[src/brf_pkg.sv]
// Shared types and constants for the byte ring FIFO with flush on overflow.
// No dependencies; imported by every module of the block.
`default_nettype none
package brf_pkg;

   localparam int unsigned KIND_W = 2;
   localparam int unsigned BYTE_W = 8;
   localparam int unsigned STAT_W = 2;
   localparam int unsigned FILL_W = 11;

   typedef enum logic [KIND_W-1:0] {
      KIND_PUSH  = 2'd0,
      KIND_POP   = 2'd1,
      KIND_CLEAR = 2'd2,
      KIND_NOP   = 2'd3
   } kind_type;

   typedef enum logic [STAT_W-1:0] {
      ST_OK       = 2'd0,
      ST_OVERFLOW = 2'd1,
      ST_EMPTY    = 2'd2
   } status_type;

   typedef struct packed {
      logic              pop_rd;
      status_type        status;
      logic [FILL_W-1:0] fill;
   } step_type;

endpackage
`default_nettype wire

[src/brf_ptr.sv]
// Write and read pointers, full/empty decisions and memory access requests.
// Depends on brf_pkg for command, status and step types.
`default_nettype none
module brf_ptr #(
   parameter int unsigned AW = 11
) (
   input  wire logic                       clock,
   input  wire logic                       reset,
   input  wire logic                       accept,
   input  wire logic [brf_pkg::KIND_W-1:0] kind,
   input  wire logic [brf_pkg::BYTE_W-1:0] push_byte,
   output logic                            wr_en,
   output logic      [AW-1:0]              wr_addr,
   output logic      [brf_pkg::BYTE_W-1:0] wr_data,
   output logic                            rd_en,
   output logic      [AW-1:0]              rd_addr,
   output brf_pkg::step_type               step
);
   import brf_pkg::*;

   logic [AW-1:0]        wr_ptr_ff, wr_ptr_in;
   logic [AW-1:0]        rd_ptr_ff, rd_ptr_in;
   logic [AW-1:0]        wr_next, rd_next, diff;
   logic [AW+FILL_W-1:0] diff_ext;
   logic                 full, empty, do_wr, do_rd;
   status_type           status;

   always_comb begin
      wr_next   = wr_ptr_ff + AW'(1);
      rd_next   = rd_ptr_ff + AW'(1);
      full      = (wr_next == rd_ptr_ff);
      empty     = (wr_ptr_ff == rd_ptr_ff);
      wr_ptr_in = wr_ptr_ff;
      rd_ptr_in = rd_ptr_ff;
      do_wr     = 1'b0;
      do_rd     = 1'b0;
      status    = ST_OK;
      case (kind_type'(kind))
         KIND_PUSH: begin
            if (full) begin
               wr_ptr_in = '0;
               rd_ptr_in = '0;
               status    = ST_OVERFLOW;
            end else begin
               do_wr     = 1'b1;
               wr_ptr_in = wr_next;
            end
         end
         KIND_POP: begin
            if (empty) begin
               status = ST_EMPTY;
            end else begin
               do_rd     = 1'b1;
               rd_ptr_in = rd_next;
            end
         end
         KIND_CLEAR: begin
            wr_ptr_in = '0;
            rd_ptr_in = '0;
         end
         default: begin
         end
      endcase
      diff     = wr_ptr_in - rd_ptr_in;
      diff_ext = {{FILL_W{1'b0}}, diff};
   end

   always_ff @(posedge clock) begin
      if (reset) begin
         wr_ptr_ff <= '0;
         rd_ptr_ff <= '0;
      end else if (accept) begin
         wr_ptr_ff <= wr_ptr_in;
         rd_ptr_ff <= rd_ptr_in;
      end
   end

   assign wr_en       = accept & do_wr;
   assign wr_addr     = wr_ptr_ff;
   assign wr_data     = push_byte;
   assign rd_en       = accept & do_rd;
   assign rd_addr     = rd_ptr_ff;
   assign step.pop_rd = do_rd;
   assign step.status = status;
   assign step.fill   = diff_ext[FILL_W-1:0];

endmodule
`default_nettype wire

[config.mk]
export PLATFORM = sky130hd
export DESIGN_NAME = brf_ptr
export DESIGN_NICKNAME = d
export VERILOG_FILES = /design/src/brf_pkg.sv /design/src/brf_ptr.sv
export SDC_FILE = /design/constraint.sdc
export NUM_CORES = 1
export LEC_CHECK = 0
export BUFFER_PORTS_ARGS = -buffer_cell sky130_fd_sc_hd__buf_2
export CORE_MARGIN = 3
export CORE_UTILIZATION = 34
export DETAILED_ROUTE_END_ITERATION = 6
export SYNTH_ARGS = -nofsm -noshare
export SYNTH_HDL_FRONTEND = slang
export SYNTH_SLANG_ARGS = --single-unit
[constraint.sdc]
create_clock -name clock -period 4.3 [get_ports clock]
set_clock_uncertainty 0.05 [all_clocks]
set_input_delay 0.43 -clock clock [delete_from_list [all_inputs] [get_ports clock]]
set_output_delay 0.43 -clock clock [all_outputs]
set_load 0.1 [all_outputs]
==> results by group, run 1 <==
Worst setup path
  • Critical Path End Type: output port
  • CP max-delay cell: dfxtp_4
  • Cell mode on critical path: nand2_1
  • Crit. Startpoint: wr_addr[0]
  • CP max FO: 5
  • CP peak stage delay: 0.37 ns
  • Worst EP arrival: 3.99 ns
  • Crit start category: flop
  • Setup CP Type: reg2out
  • RR Startpoint: wr_addr[6]
  • Worst path required time: 3.82 ns
  • Crit-path cells: ha_4 -> and2_4 -> a211o_1 -> a31o_2 -> o2111ai_2 -> o21a_2 -> a22oi_1 -> o22ai_1 -> ha_2 -> inv_2 -> fa_2 -> nand2_1 -> nand2_1 -> a21oi_2 -> nand2b_4 -> a21boi_4 -> o41ai_4 -> buf_4 -> xnor2_4 -> buf_12

Placed design
  • Routability-driven placement congestion ratio: 0.936
  • Place WS: -0.0788 ns
  • DP HPWL: 7.06 mm
  • I/O Buffers: 42

Floorplan
  • # rows: 32
  • Die area: between 0.009 and 0.01 mm²
  • Height of the die: approximately 96 µm
  • Initial Utilization: 35.5%
  • Core footprint: 0.00785 mm²
  • Die width: 96.5 µm
  • Io pins: 59

Global route
  • Initial antenna violation count: 0
  • Global-route wire length before repair: about 15 mm
  • Global Route Usage Sum: between 20 and 25%
  • Vias in the first global route: roughly 3000
  • Grt total ovfl: 0
  • Largest net degree at the start of global routing: 22

Final layout
  • Filler instances: 799
  • Register area: 500 µm²
  • Multi-input gate area: between 0.002 and 0.0025 mm²
  • # diodes: 0
  • Fraction of layout cells with a size suffix above 1: 40.5%
  • Layout area overhead: 41.3%
  • Layout Nets: 489

Power and ir drop
  • Static leakage power: 1.57 nW
  • Tot Pwr: 0.693 mW
  • Pwr/cell area: 176 mW/mm²
  • Peak VDD IR: 138 µV

Timing
  • Max Fclk: ~220 MHz
  • Rel. slew slack: around two thirds
  • Max-slew violations: 0
  • Final worst-path cycle share: 104%
  • Min Tclk post-route: 4.47 ns
  • Final WS setup: -0.169 ns
  • Worst Tran Pin Value: around 0.51 ns
  • RSZ-0062 raised after global routing: true
  • # setup viols final: 4
  • Final Hold Viols: 0

Clock network
  • CTS sink cnt: 22
  • CTS buffer count: 3
  • Clk_lat worst skew: 0.27 ns
  • CTS tree: built
  • CTS Buffer Depth: 2
  • Post-CTS Hold Fix Bufs: 0
  • H-tree depth: 1
  • CTS clock-pin slew for the worst setup and hold paths: 0.09 ns
  • Clock Root Buffer: clkbuf_8

Logic synthesis
  • Post-synth top cells: nor2_1 (55), nand2_1 (39), a21oi_1 (33)
  • Fraction of registers with async set/reset: 0%
  • Synth cell types: 65
  • Mapped Area: 0.00278 mm²
  • Predominant post-synthesis flop cell: dfxtp_1
  • Most common cell in the netlist: nor2_1
  • Synth Instances: 400
  • Syn_nets: 426
  • Avg Inst Size Synth: 6.96 µm²
  • Post-synth top area share: 15.8%
  • Cell taking the most area after synthesis: dfxtp_1
  • Post-synth EDFFs: 0
  • Synth Register Bits: 22
  • Top cells by area, synth: dfxtp_1 (16%), nor2_1 (7.4%), a21oi_1 (5.9%)
  • Yosys Warn Count: 0
  • Sequential fraction of the synthesis area: between 15 and 20%

Outcome
  • Outcome: finished with violations
  • Failing checks: setup timing

Detailed routing
  • Initial drt markers: 187
  • Post-Route WL: 9.43 mm
  • DRC Markers: 0
  • Pre-antenna DRT Iters: 4
  • WL per Instance: 16.7 µm
  • Vias/cell: 5.52
  • Vias: 3111
  • DRT antenna net count: 0

Worst hold path
  • Type of the worst min-delay path: reg2reg
  • HP Start: wr_addr[10]

Job
  • Max Cap Viol: 0
## logic make-up after synthesis
family                   Yosys count  share of synthesized area, %
multiplexers                       7                          2.79
adder cells (fa/ha/maj)           13                          6.11
flip-flops                        22                          15.8
buffers and inverters             58                          10.5
AO/OA/AOI/OAI                    110                          27.1
XOR/XNOR                          21                          6.88
AND/OR/NAND/NOR                  169                          30.8
## layout by cell type (no fill, tap or decap), types with 11 or more instances in the layout
master / n
xnor2_1: 14
buf_4: 54
nor2_1: 53
nor3_1: 20
dfxtp_4: 13
o21ai_0: 17
buf_12: 11
nand3_1: 11
nand2_1: 38
inv_1: 13
a21oi_1: 29
buf_2: 33
## per-stage QoR
| step | TNS, ns | cell area (µm²) | utilization, % | hold WS, ns | std cells |
|---|---|---|---|---|---|
| CTS | -0.619 | 3860 | 49.2 | 0.498 | 561 |
| global route | -1.51 | 3930 | 50.1 | 0.515 | 564 |
| detailed placement | -0.201 | 3630 | 46.3 | 0.483 | 549 |
| global placement | 0 | 3630 | 46.3 | 0.467 | 549 |
| floorplan | -3.04 | 3030 | - | 0.545 | 400 |
| finish | -0.516 | 3930 | 50.1 | 0.512 | 564 |
## routing by layer
metal  GRT usage [%]  vias to the layer above  wire, µm
li1                -                     1548         -
met1            27.5                     1453      4250
met2            34.3                       93      4550
met3            1.86                       17       425
met4            8.64                        0       205
met5               0                        -         0
## cell type report
type | instances | area share [%]
Multi-Input combinational cell | 320 | 59.8
Timing Repair Buffer | 101 | 21.0
Sequential cell | 22 | 12.7
Tap cell | 102 | 3.24
Inverter | 15 | 1.43
Clock buffer | 3 | 1.05
Clock inverter | 1 | 0.763
## final timing paths
kind | slack [ns] | depth (start not counted) | endpoint
setup / recovery | -0.17 | 20 | step[8]
hold / removal | 0.51 | 2 | wr_addr[10]
hold reg to reg | 0.51 | 2 | wr_addr[10]
setup reg to reg | 1.76 | 10 | rd_addr[8]
## power by group
group	switching (mW)	leakage [nW]	internal [mW]
logic	0.193	1.34	0.0992
registers	0.00282	0.192	0.197
clock network	0.0761	0.0357	0.125
total	0.272	1.57	0.421
## timing repair
item | in CTS | in global routing
resized for setup | 22 | 14
setup endpoints to repair | 6 | 6
buffers inserted | 8 | 3
pin swaps | 22 | 5
## sequential cells by signal, summed over array words and instances (netlist names)
register  flops
rd_addr      11
wr_addr      11
## worst max-delay path: cells and delay by family (launching register included)
family / cells / cell delay [ns]
AO/OA/AOI/OAI: 9 / 1.61
XOR/XNOR: 1 / 0.12
adder cells (fa/ha/maj): 3 / 0.73
buffers and inverters: 3 / 0.43
flip-flops: 1 / 0.37
AND/OR/NAND/NOR: 4 / 0.46
(Power assumes the default switching activity.)
==> run 2, diff against run 1 <==
ABC_AREA = 1   (was default)
CTS_BUF_LIST = sky130_fd_sc_hd__clkbuf_4 sky130_fd_sc_hd__clkbuf_8   (was default)
==> run 2 against run 1 <==
  * The run now ends clean
  * Design area decreased by 13%
  * Largest power group unchanged
  * Setup slack improved by 0.37 ns
  * Sequential share of layout area increased by 1.2 points
  * Maximum frequency increased by 9.1%
  * Core utilization decreased by 4.1 points
  * First-iteration DRC count increased by 10%
  * Largest cell class unchanged
  * Combinational power increased to 3.1 times the previous value
  * Critical path depth increased by 4
  * Via count decreased by 4.2%
  * Final cell count increased by 3.2%
==> results by group, run 2 <==
Power and ir drop
  • Flop pwr share: 18.1% (-11 points)
  • Share of total power in combinational logic: 66.7% (+25 points)
  • Clock power share: 15.2% (-14 points)
  • NetSw: 0.763 mW (+180%)
  • P_int: 0.607 mW (+44%)
  • Sw frac: 55.7% (+17 points)
  • Pwr/cell area: 400 mW/mm² (+130%)
  • Peak VDD IR: 314 µV (+130%)
  • Static leakage power: 1.76 nW (+12%)

Detailed routing
  • WL per Instance: 15.1 µm (-9.4%)
  • DRC Markers: 0 (unchanged)
  • Pre-antenna DRT Iters: 5 (+1)
  • Initial drt markers: 206 (+10%)
  • Post-Route WL: 8.82 mm (-6.5%)
  • DRT antenna net count: 0 (unchanged)
  • Vias: 2980 (-4.2%)
  • Vias/cell: 5.12 (-7.2%)

Timing
  • RSZ-0062 raised after global routing: true
  • Rel. slew slack: 46.9% (-19 points)
  • # setup viols final: 0 (-4)
  • Max-slew violations: 0 (unchanged)
  • Final Hold Viols: 0 (unchanged)
  • Setup TNS: 0 ns (+0.516 ns)
  • Final worst-path cycle share: 95.3% (-8.7 points)
  • Min Tclk post-route: 4.10 ns (-0.372 ns)
  • Max Fclk: 244 MHz (+9.1%)
  • Worst Tran Pin Value: 0.795 ns (+0.282 ns)
  • Hold slack: 0.534 ns (+0.0228 ns)
  • Final WS setup: 0.204 ns (+0.372 ns)

Global route
  • Largest net degree at the start of global routing: 26 (+18%)
  • Grt total ovfl: 0 (unchanged)
  • Vias in the first global route: 2768 (-6.8%)
  • Met2 Usage GRT: 35.9% (+1.6 points)
  • Global-route wire length before repair: 14.2 mm (-5.5%)
  • Global Route Usage Sum: 20.1% (-0.56 points)
  • Initial antenna violation count: 0 (unchanged)
  • Grt met3 use: 2.63% (+0.77 points)
  • Met1 usage: 26.5% (-0.99 points)
  • Top Usage Layer GRT: met2

Floorplan
  • Initial Utilization: 36.1% (+0.65 points)
  • Io pins: 59 (unchanged)
  • Die area: 0.00902 mm² (-3.2%)
  • # rows: 31 (-3.1%)
  • Height of the die: 95.0 µm (-1.6%)
  • Core footprint: 0.00745 mm² (-5.1%)
  • Die width: 95.0 µm (-1.6%)

Logic synthesis
  • Most common cell in the netlist: nand2_1
  • Avg Inst Size Synth: 6.07 µm² (-13%)
  • Mapped Area: 0.00269 mm² (-3.4%)
  • Predominant post-synthesis flop cell: dfxtp_1
  • Post-synth top cells: nand2_1 (116), inv_1 (69), nand3_1 (33)
  • Cell taking the most area after synthesis: dfxtp_1
  • Post-synth EDFFs: 0 (unchanged)
  • Post-synth top area share: 16.4% (+0.55 points)
  • Synth cell types: 38 (-42%)
  • Top cells by area, synth: dfxtp_1 (16%), nand2_1 (16%), inv_1 (9.6%)
  • Synth Register Bits: 22 (unchanged)
  • Yosys Warn Count: 0 (unchanged)
  • Synth Instances: 443 (+11%)
  • Sequential fraction of the synthesis area: 16.4% (+0.55 points)
  • Syn_nets: 469 (+10%)
  • Fraction of registers with async set/reset: 0% (unchanged)

Worst hold path
  • Type of the worst min-delay path: in2reg

Clock network
  • CTS tree: built
  • CTS Buffer Depth: 2 (unchanged)
  • CTS sink cnt: 22 (unchanged)
  • Post-CTS Hold Fix Bufs: 0 (unchanged)
  • H-tree depth: 1 (unchanged)
  • Clk_lat worst skew: 0.27 ns (about the same)
  • CTS clock-pin slew for the worst setup and hold paths: 0.10 ns (about the same)
  • CTS buffer count: 3 (unchanged)
  • Clock Root Buffer: clkbuf_8

Final layout
  • Register area: 475 µm² (-5.0%)
  • Commonest non-fill, non-tap cells in the layout: nand2_1 (113), inv_1 (69), buf_2 (36)
  • Filler instances: 796 (-0.38%)
  • # diodes: 0 (unchanged)
  • Fin area: 0.00342 mm² (-13%)
  • Fraction of layout cells with a size suffix above 1: 27.5% (-13 points)
  • Commonest non-fill, non-tap cell in the layout: nand2_1
  • Multi-input gate area: 0.00208 mm² (-12%)
  • Final core utilization: 46.0% (-4.1 points)
  • Layout Nets: 510 (+4.3%)
  • Layout area overhead: 27.3%

Placed design
  • Routability-driven placement congestion ratio: 0.938 (+0.12%)
  • Placed cell area: 0.00316 mm² (-13%)
  • DP HPWL: 6.99 mm (-1.1%)
  • Place WS: 0.145 ns (+0.224 ns)
  • I/O Buffers: 42 (unchanged)

Worst setup path
  • Crit start category: flop
  • Setup CP Type: reg2out
  • Critical Path End Type: output port
  • Worst path required time: 3.82 ns (about the same)
  • Worst EP arrival: 3.62 ns (-0.37 ns)
  • CP max FO: 9 (+4)
  • Reg2reg setup slack: 2.03 ns (+0.27 ns)

Job
  • Max Cap Viol: 0 (unchanged)

Outcome
  • Outcome: finished clean
## run 2: path summary, 6_finish.rpt
check	from	cells after the start	to
setup / recovery	wr_addr[1]	24	step[10]
hold reg to reg	wr_addr[7]	2	wr_addr[7]
hold / removal	kind[1]	5	rd_addr[1]
setup reg to reg	wr_addr[1]	14	wr_addr[4]
## run 2: layer usage
| metal | vias up | share of wire (%) |
|---|---|---|
| li1 | 1491 | - |
| met1 | 1401 | 45 |
| met2 | 82 | 49 |
| met3 | 6 | 5.4 |
| met4 | 0 | 0.74 |
| met5 | - | 0 |
## run 2: critical path, cell delays in order (launching register included)
cell and delay (ns):
dfxtp_4 0.40, ha_4 0.18, nand2_1 0.09, nor2_4 0.14
nand2_2 0.08, nand2_1 0.07, nand2_1 0.05, nor2_1 0.10
nand2_1 0.07, nor2_2 0.12, nand2_4 0.10, nand2_8 0.12
nand2_8 0.08, buf_4 0.15, a21boi_4 0.18, ha_4 0.25
a21o_1 0.19, a221oi_2 0.27, nand3_2 0.15, nand3_1 0.13
nand2_1 0.06, nand2_1 0.05, nand2_1 0.04, inv_1 0.08
buf_12 0.18
## run 2: power by group through the flow
stage	clock network, mW	registers (mW)	logic [mW]
2_1_floorplan	0	0.337	0.612
3_3_place_gp	0	0.252	0.865
3_5_place_dp	0	0.252	0.866
4_1_cts	0.210	0.247	0.874
5_1_grt	0.218	0.251	0.964
6_report	0.208	0.248	0.914
## run 2: logic make-up (layout without fill, tap and decap cells)
logic type,count (synthesis),count (layout),share of synthesized area (%)
buffers and inverters,94,134,14.7
AND/OR/NAND/NOR,210,210,35.9
XOR/XNOR,29,29,9.95
adder cells (fa/ha/maj),13,13,6.33
AO/OA/AOI/OAI,75,75,16.7
flip-flops,22,22,16.4
## run 2: area by class of cell
cell class,count,area share (%)
multi-input cells,327,60.7
flip-flops and latches,22,13.9
inverters,73,8.00
clock inverters,1,0.877
repair buffers,57,11.7
clock buffers,3,1.21
well taps,99,3.62
## run 2: through the flow
stage / instances / power [mW]
6_report: 582 / 1.37
5_1_grt: 582 / 1.43
4_1_cts: 575 / 1.33
3_5_place_dp: 571 / 1.12
3_3_place_gp: 571 / 1.12
2_1_floorplan: 443 / 0.950
## run 2: timing repair
item / in CTS / in global routing
buffers inserted: 0 / 7
pin swaps: 1 / 6
setup endpoints to repair: 3 / 7
gates resized for setup: 5 / 30
==> run 3, diff against run 2 <==
CORE_UTILIZATION = 30   (was 34)
==> run 3 against run 2 <==
  * Via count down 1.9%
  * Sequential cell count is the same
  * Design area down 0.91%
  * Combinational power decreased by 1%
  * Register-to-register slack better by 0.02 ns
==> results by group, run 3 (synthesis results as in run 2) <==
Detailed routing
  • DRC Markers: 0 (unchanged)
  • Vias: 2924 (-1.9%)
  • Initial drt markers: 155 (-25%)
  • Pre-antenna DRT Iters: 5 (unchanged)
  • Post-Route WL: 8.84 mm (+0.22%)
  • DRT antenna net count: 0 (unchanged)
  • WL per Instance: 15.2 µm (about the same)
  • Vias/cell: 5.02 (-2.0%)

Global route
  • Initial antenna violation count: 0 (unchanged)
  • Vias in the first global route: 2782 (+0.51%)
  • Global Route Usage Sum: 17.2% (-3.0 points)
  • Grt total ovfl: 0 (unchanged)
  • Global-route wire length before repair: 14.0 mm (-1.6%)
  • Largest net degree at the start of global routing: 26 (unchanged)

Timing
  • Final WS setup: 0.246 ns (+0.0428 ns)
  • Final worst-path cycle share: 94.3% (-1.0 points)
  • Rel. slew slack: 49.5% (+2.6 points)
  • Min Tclk post-route: 4.05 ns (-0.0428 ns)
  • # setup viols final: 0 (unchanged)
  • Setup TNS: 0 ns (unchanged)
  • Max Fclk: 247 MHz (+1.1%)
  • RSZ-0062 raised after global routing: true
  • Final Hold Viols: 0 (unchanged)
  • Max-slew violations: 0 (unchanged)
  • Worst Tran Pin Value: 0.756 ns (-0.0392 ns)

Final layout
  • Final core utilization: 40.1% (-5.9 points)
  • Fin area: 0.00339 mm² (-0.91%)
  • Fraction of layout cells with a size suffix above 1: 26.2% (-1.4 points)
  • Commonest non-fill, non-tap cell in the layout: nand2_1
  • Commonest non-fill, non-tap cells in the layout: nand2_1 (115), inv_1 (69), buf_2 (36)
  • # diodes: 0 (unchanged)
  • Layout area overhead: 26.1%
  • Layout Nets: 505 (-0.98%)

Worst setup path
  • Setup CP Type: reg2out
  • Worst EP arrival: 3.57 ns (-0.05 ns)
  • Crit start category: flop
  • Worst path required time: 3.82 ns (about the same)
  • Critical Path End Type: output port
  • CP max FO: 9 (unchanged)

Placed design
  • I/O Buffers: 42 (unchanged)
  • Placed cell area: 0.00314 mm² (-0.71%)
  • Place WS: 0.134 ns (-0.0115 ns)
  • DP HPWL: 6.98 mm (-0.13%)
  • Routability-driven placement congestion ratio: 0.880 (-6.1%)

Floorplan
  • Core footprint: 0.00846 mm² (+14%)
  • Initial Utilization: 31.8% (-4.3 points)
  • Io pins: 59 (unchanged)
  • Height of the die: 101 µm (+6.1%)
  • # rows: 33 (+6.5%)
  • Die width: 101 µm (+6.1%)
  • Die area: 0.0101 mm² (+12%)

Clock network
  • CTS Buffer Depth: 2 (unchanged)
  • Clock Root Buffer: clkbuf_8
  • CTS sink cnt: 22 (unchanged)
  • H-tree depth: 1 (unchanged)
  • Post-CTS Hold Fix Bufs: 0 (unchanged)
  • Clk_lat worst skew: 0.27 ns (about the same)
  • CTS clock-pin slew for the worst setup and hold paths: 0.09 ns (about the same)
  • CTS tree: built
  • CTS buffer count: 3 (unchanged)

Power and ir drop
  • Peak VDD IR: 282 µV (-10%)
  • Pwr/cell area: 384 mW/mm² (-4.0%)
  • Tot Pwr: 1.30 mW (-4.9%)
  • Static leakage power: 1.73 nW (-1.6%)

Job
  • Max Cap Viol: 0 (unchanged)

Outcome
  • Outcome: finished clean

Worst hold path
  • Type of the worst min-delay path: reg2reg
-- run 3: cell count changes in the layout (fill, tap and decap cells not counted), moves of 2 or more --
| cell | before | now |
|---|---|---|
| ha_2 | 5 | 1 |
| ha_4 | 4 | 7 |
| buf_4 | 15 | 9 |
| a21oi_2 | 3 | 5 |
| nand2_1 | 113 | 115 |
| nand2_2 | 7 | 5 |
-- run 3: worst max-delay path, stage by stage (launching register included) --
cell and delay [ns]:
dfxtp_4 0.40, ha_4 0.18, nand3_1 0.14, nor2_4 0.17, nand2_2 0.11, nor2_1 0.10, nor2_1 0.05, nand2_1 0.06
nor2_2 0.05, nand2_4 0.12, nand2_8 0.09, nand2_8 0.13, nand2_1 0.07, and2_1 0.16, ha_4 0.30, nand2_1 0.09
o21ai_2 0.15, nand2_1 0.08, nand2_1 0.07, a21oi_2 0.05, inv_1 0.06, a21oi_2 0.05, o21ai_2 0.22, xor2_4 0.19
buf_12 0.19
-- run 3: area by class of cell --
cell class | instances | area, µm²
multi-input cells | 328 | 2110
inverters | 73 | 274
repair buffers | 51 | 355
well taps | 105 | 131
flip-flops and latches | 22 | 475
fillers | 895 | 5070
clock buffers | 4 | 48.8
-- run 3: through the flow --
step | hold WS, ns | cells
2_1_floorplan | 0.591 | 443
4_1_cts | 0.531 | 577
5_1_grt | 0.562 | 583
6_report | 0.531 | 583
3_5_place_dp | 0.525 | 573
3_3_place_gp | 0.514 | 573
-- run 3: repair_timing --
item                                    in CTS  in global routing
endpoints found under the setup margin       4                  8
pin swaps                                    1                 11
resized for setup                            7                 28
gates cloned                                 0                  1
setup buffers                                0                  5
-- run 3: path summary, 6_finish.rpt --
path         cells past startpoint  slack [ns]          to       start
max                             24        0.25     step[7]  wr_addr[0]
max reg2reg                     13        2.05  wr_addr[4]  wr_addr[0]
min                              2        0.53  wr_addr[7]  wr_addr[7]
min reg2reg                      2        0.53  wr_addr[7]  wr_addr[7]
-- run 3: layer usage --
metal  share of wire, %  vias up  GRT usage (%)
li1                   -     1482              -
met2                 49       91           29.5
met4                1.8        0           3.94
met1                 44     1334           22.6
met3                5.8       17           2.63
met5                  0        -              0
-- run 3: where the power goes --
part           switching [mW]  total (mW)  internal, mW
Combinational           0.645       0.903         0.258
Sequential             0.0317       0.251         0.219
Clock                  0.0764       0.149        0.0727
Total                   0.753        1.30         0.550
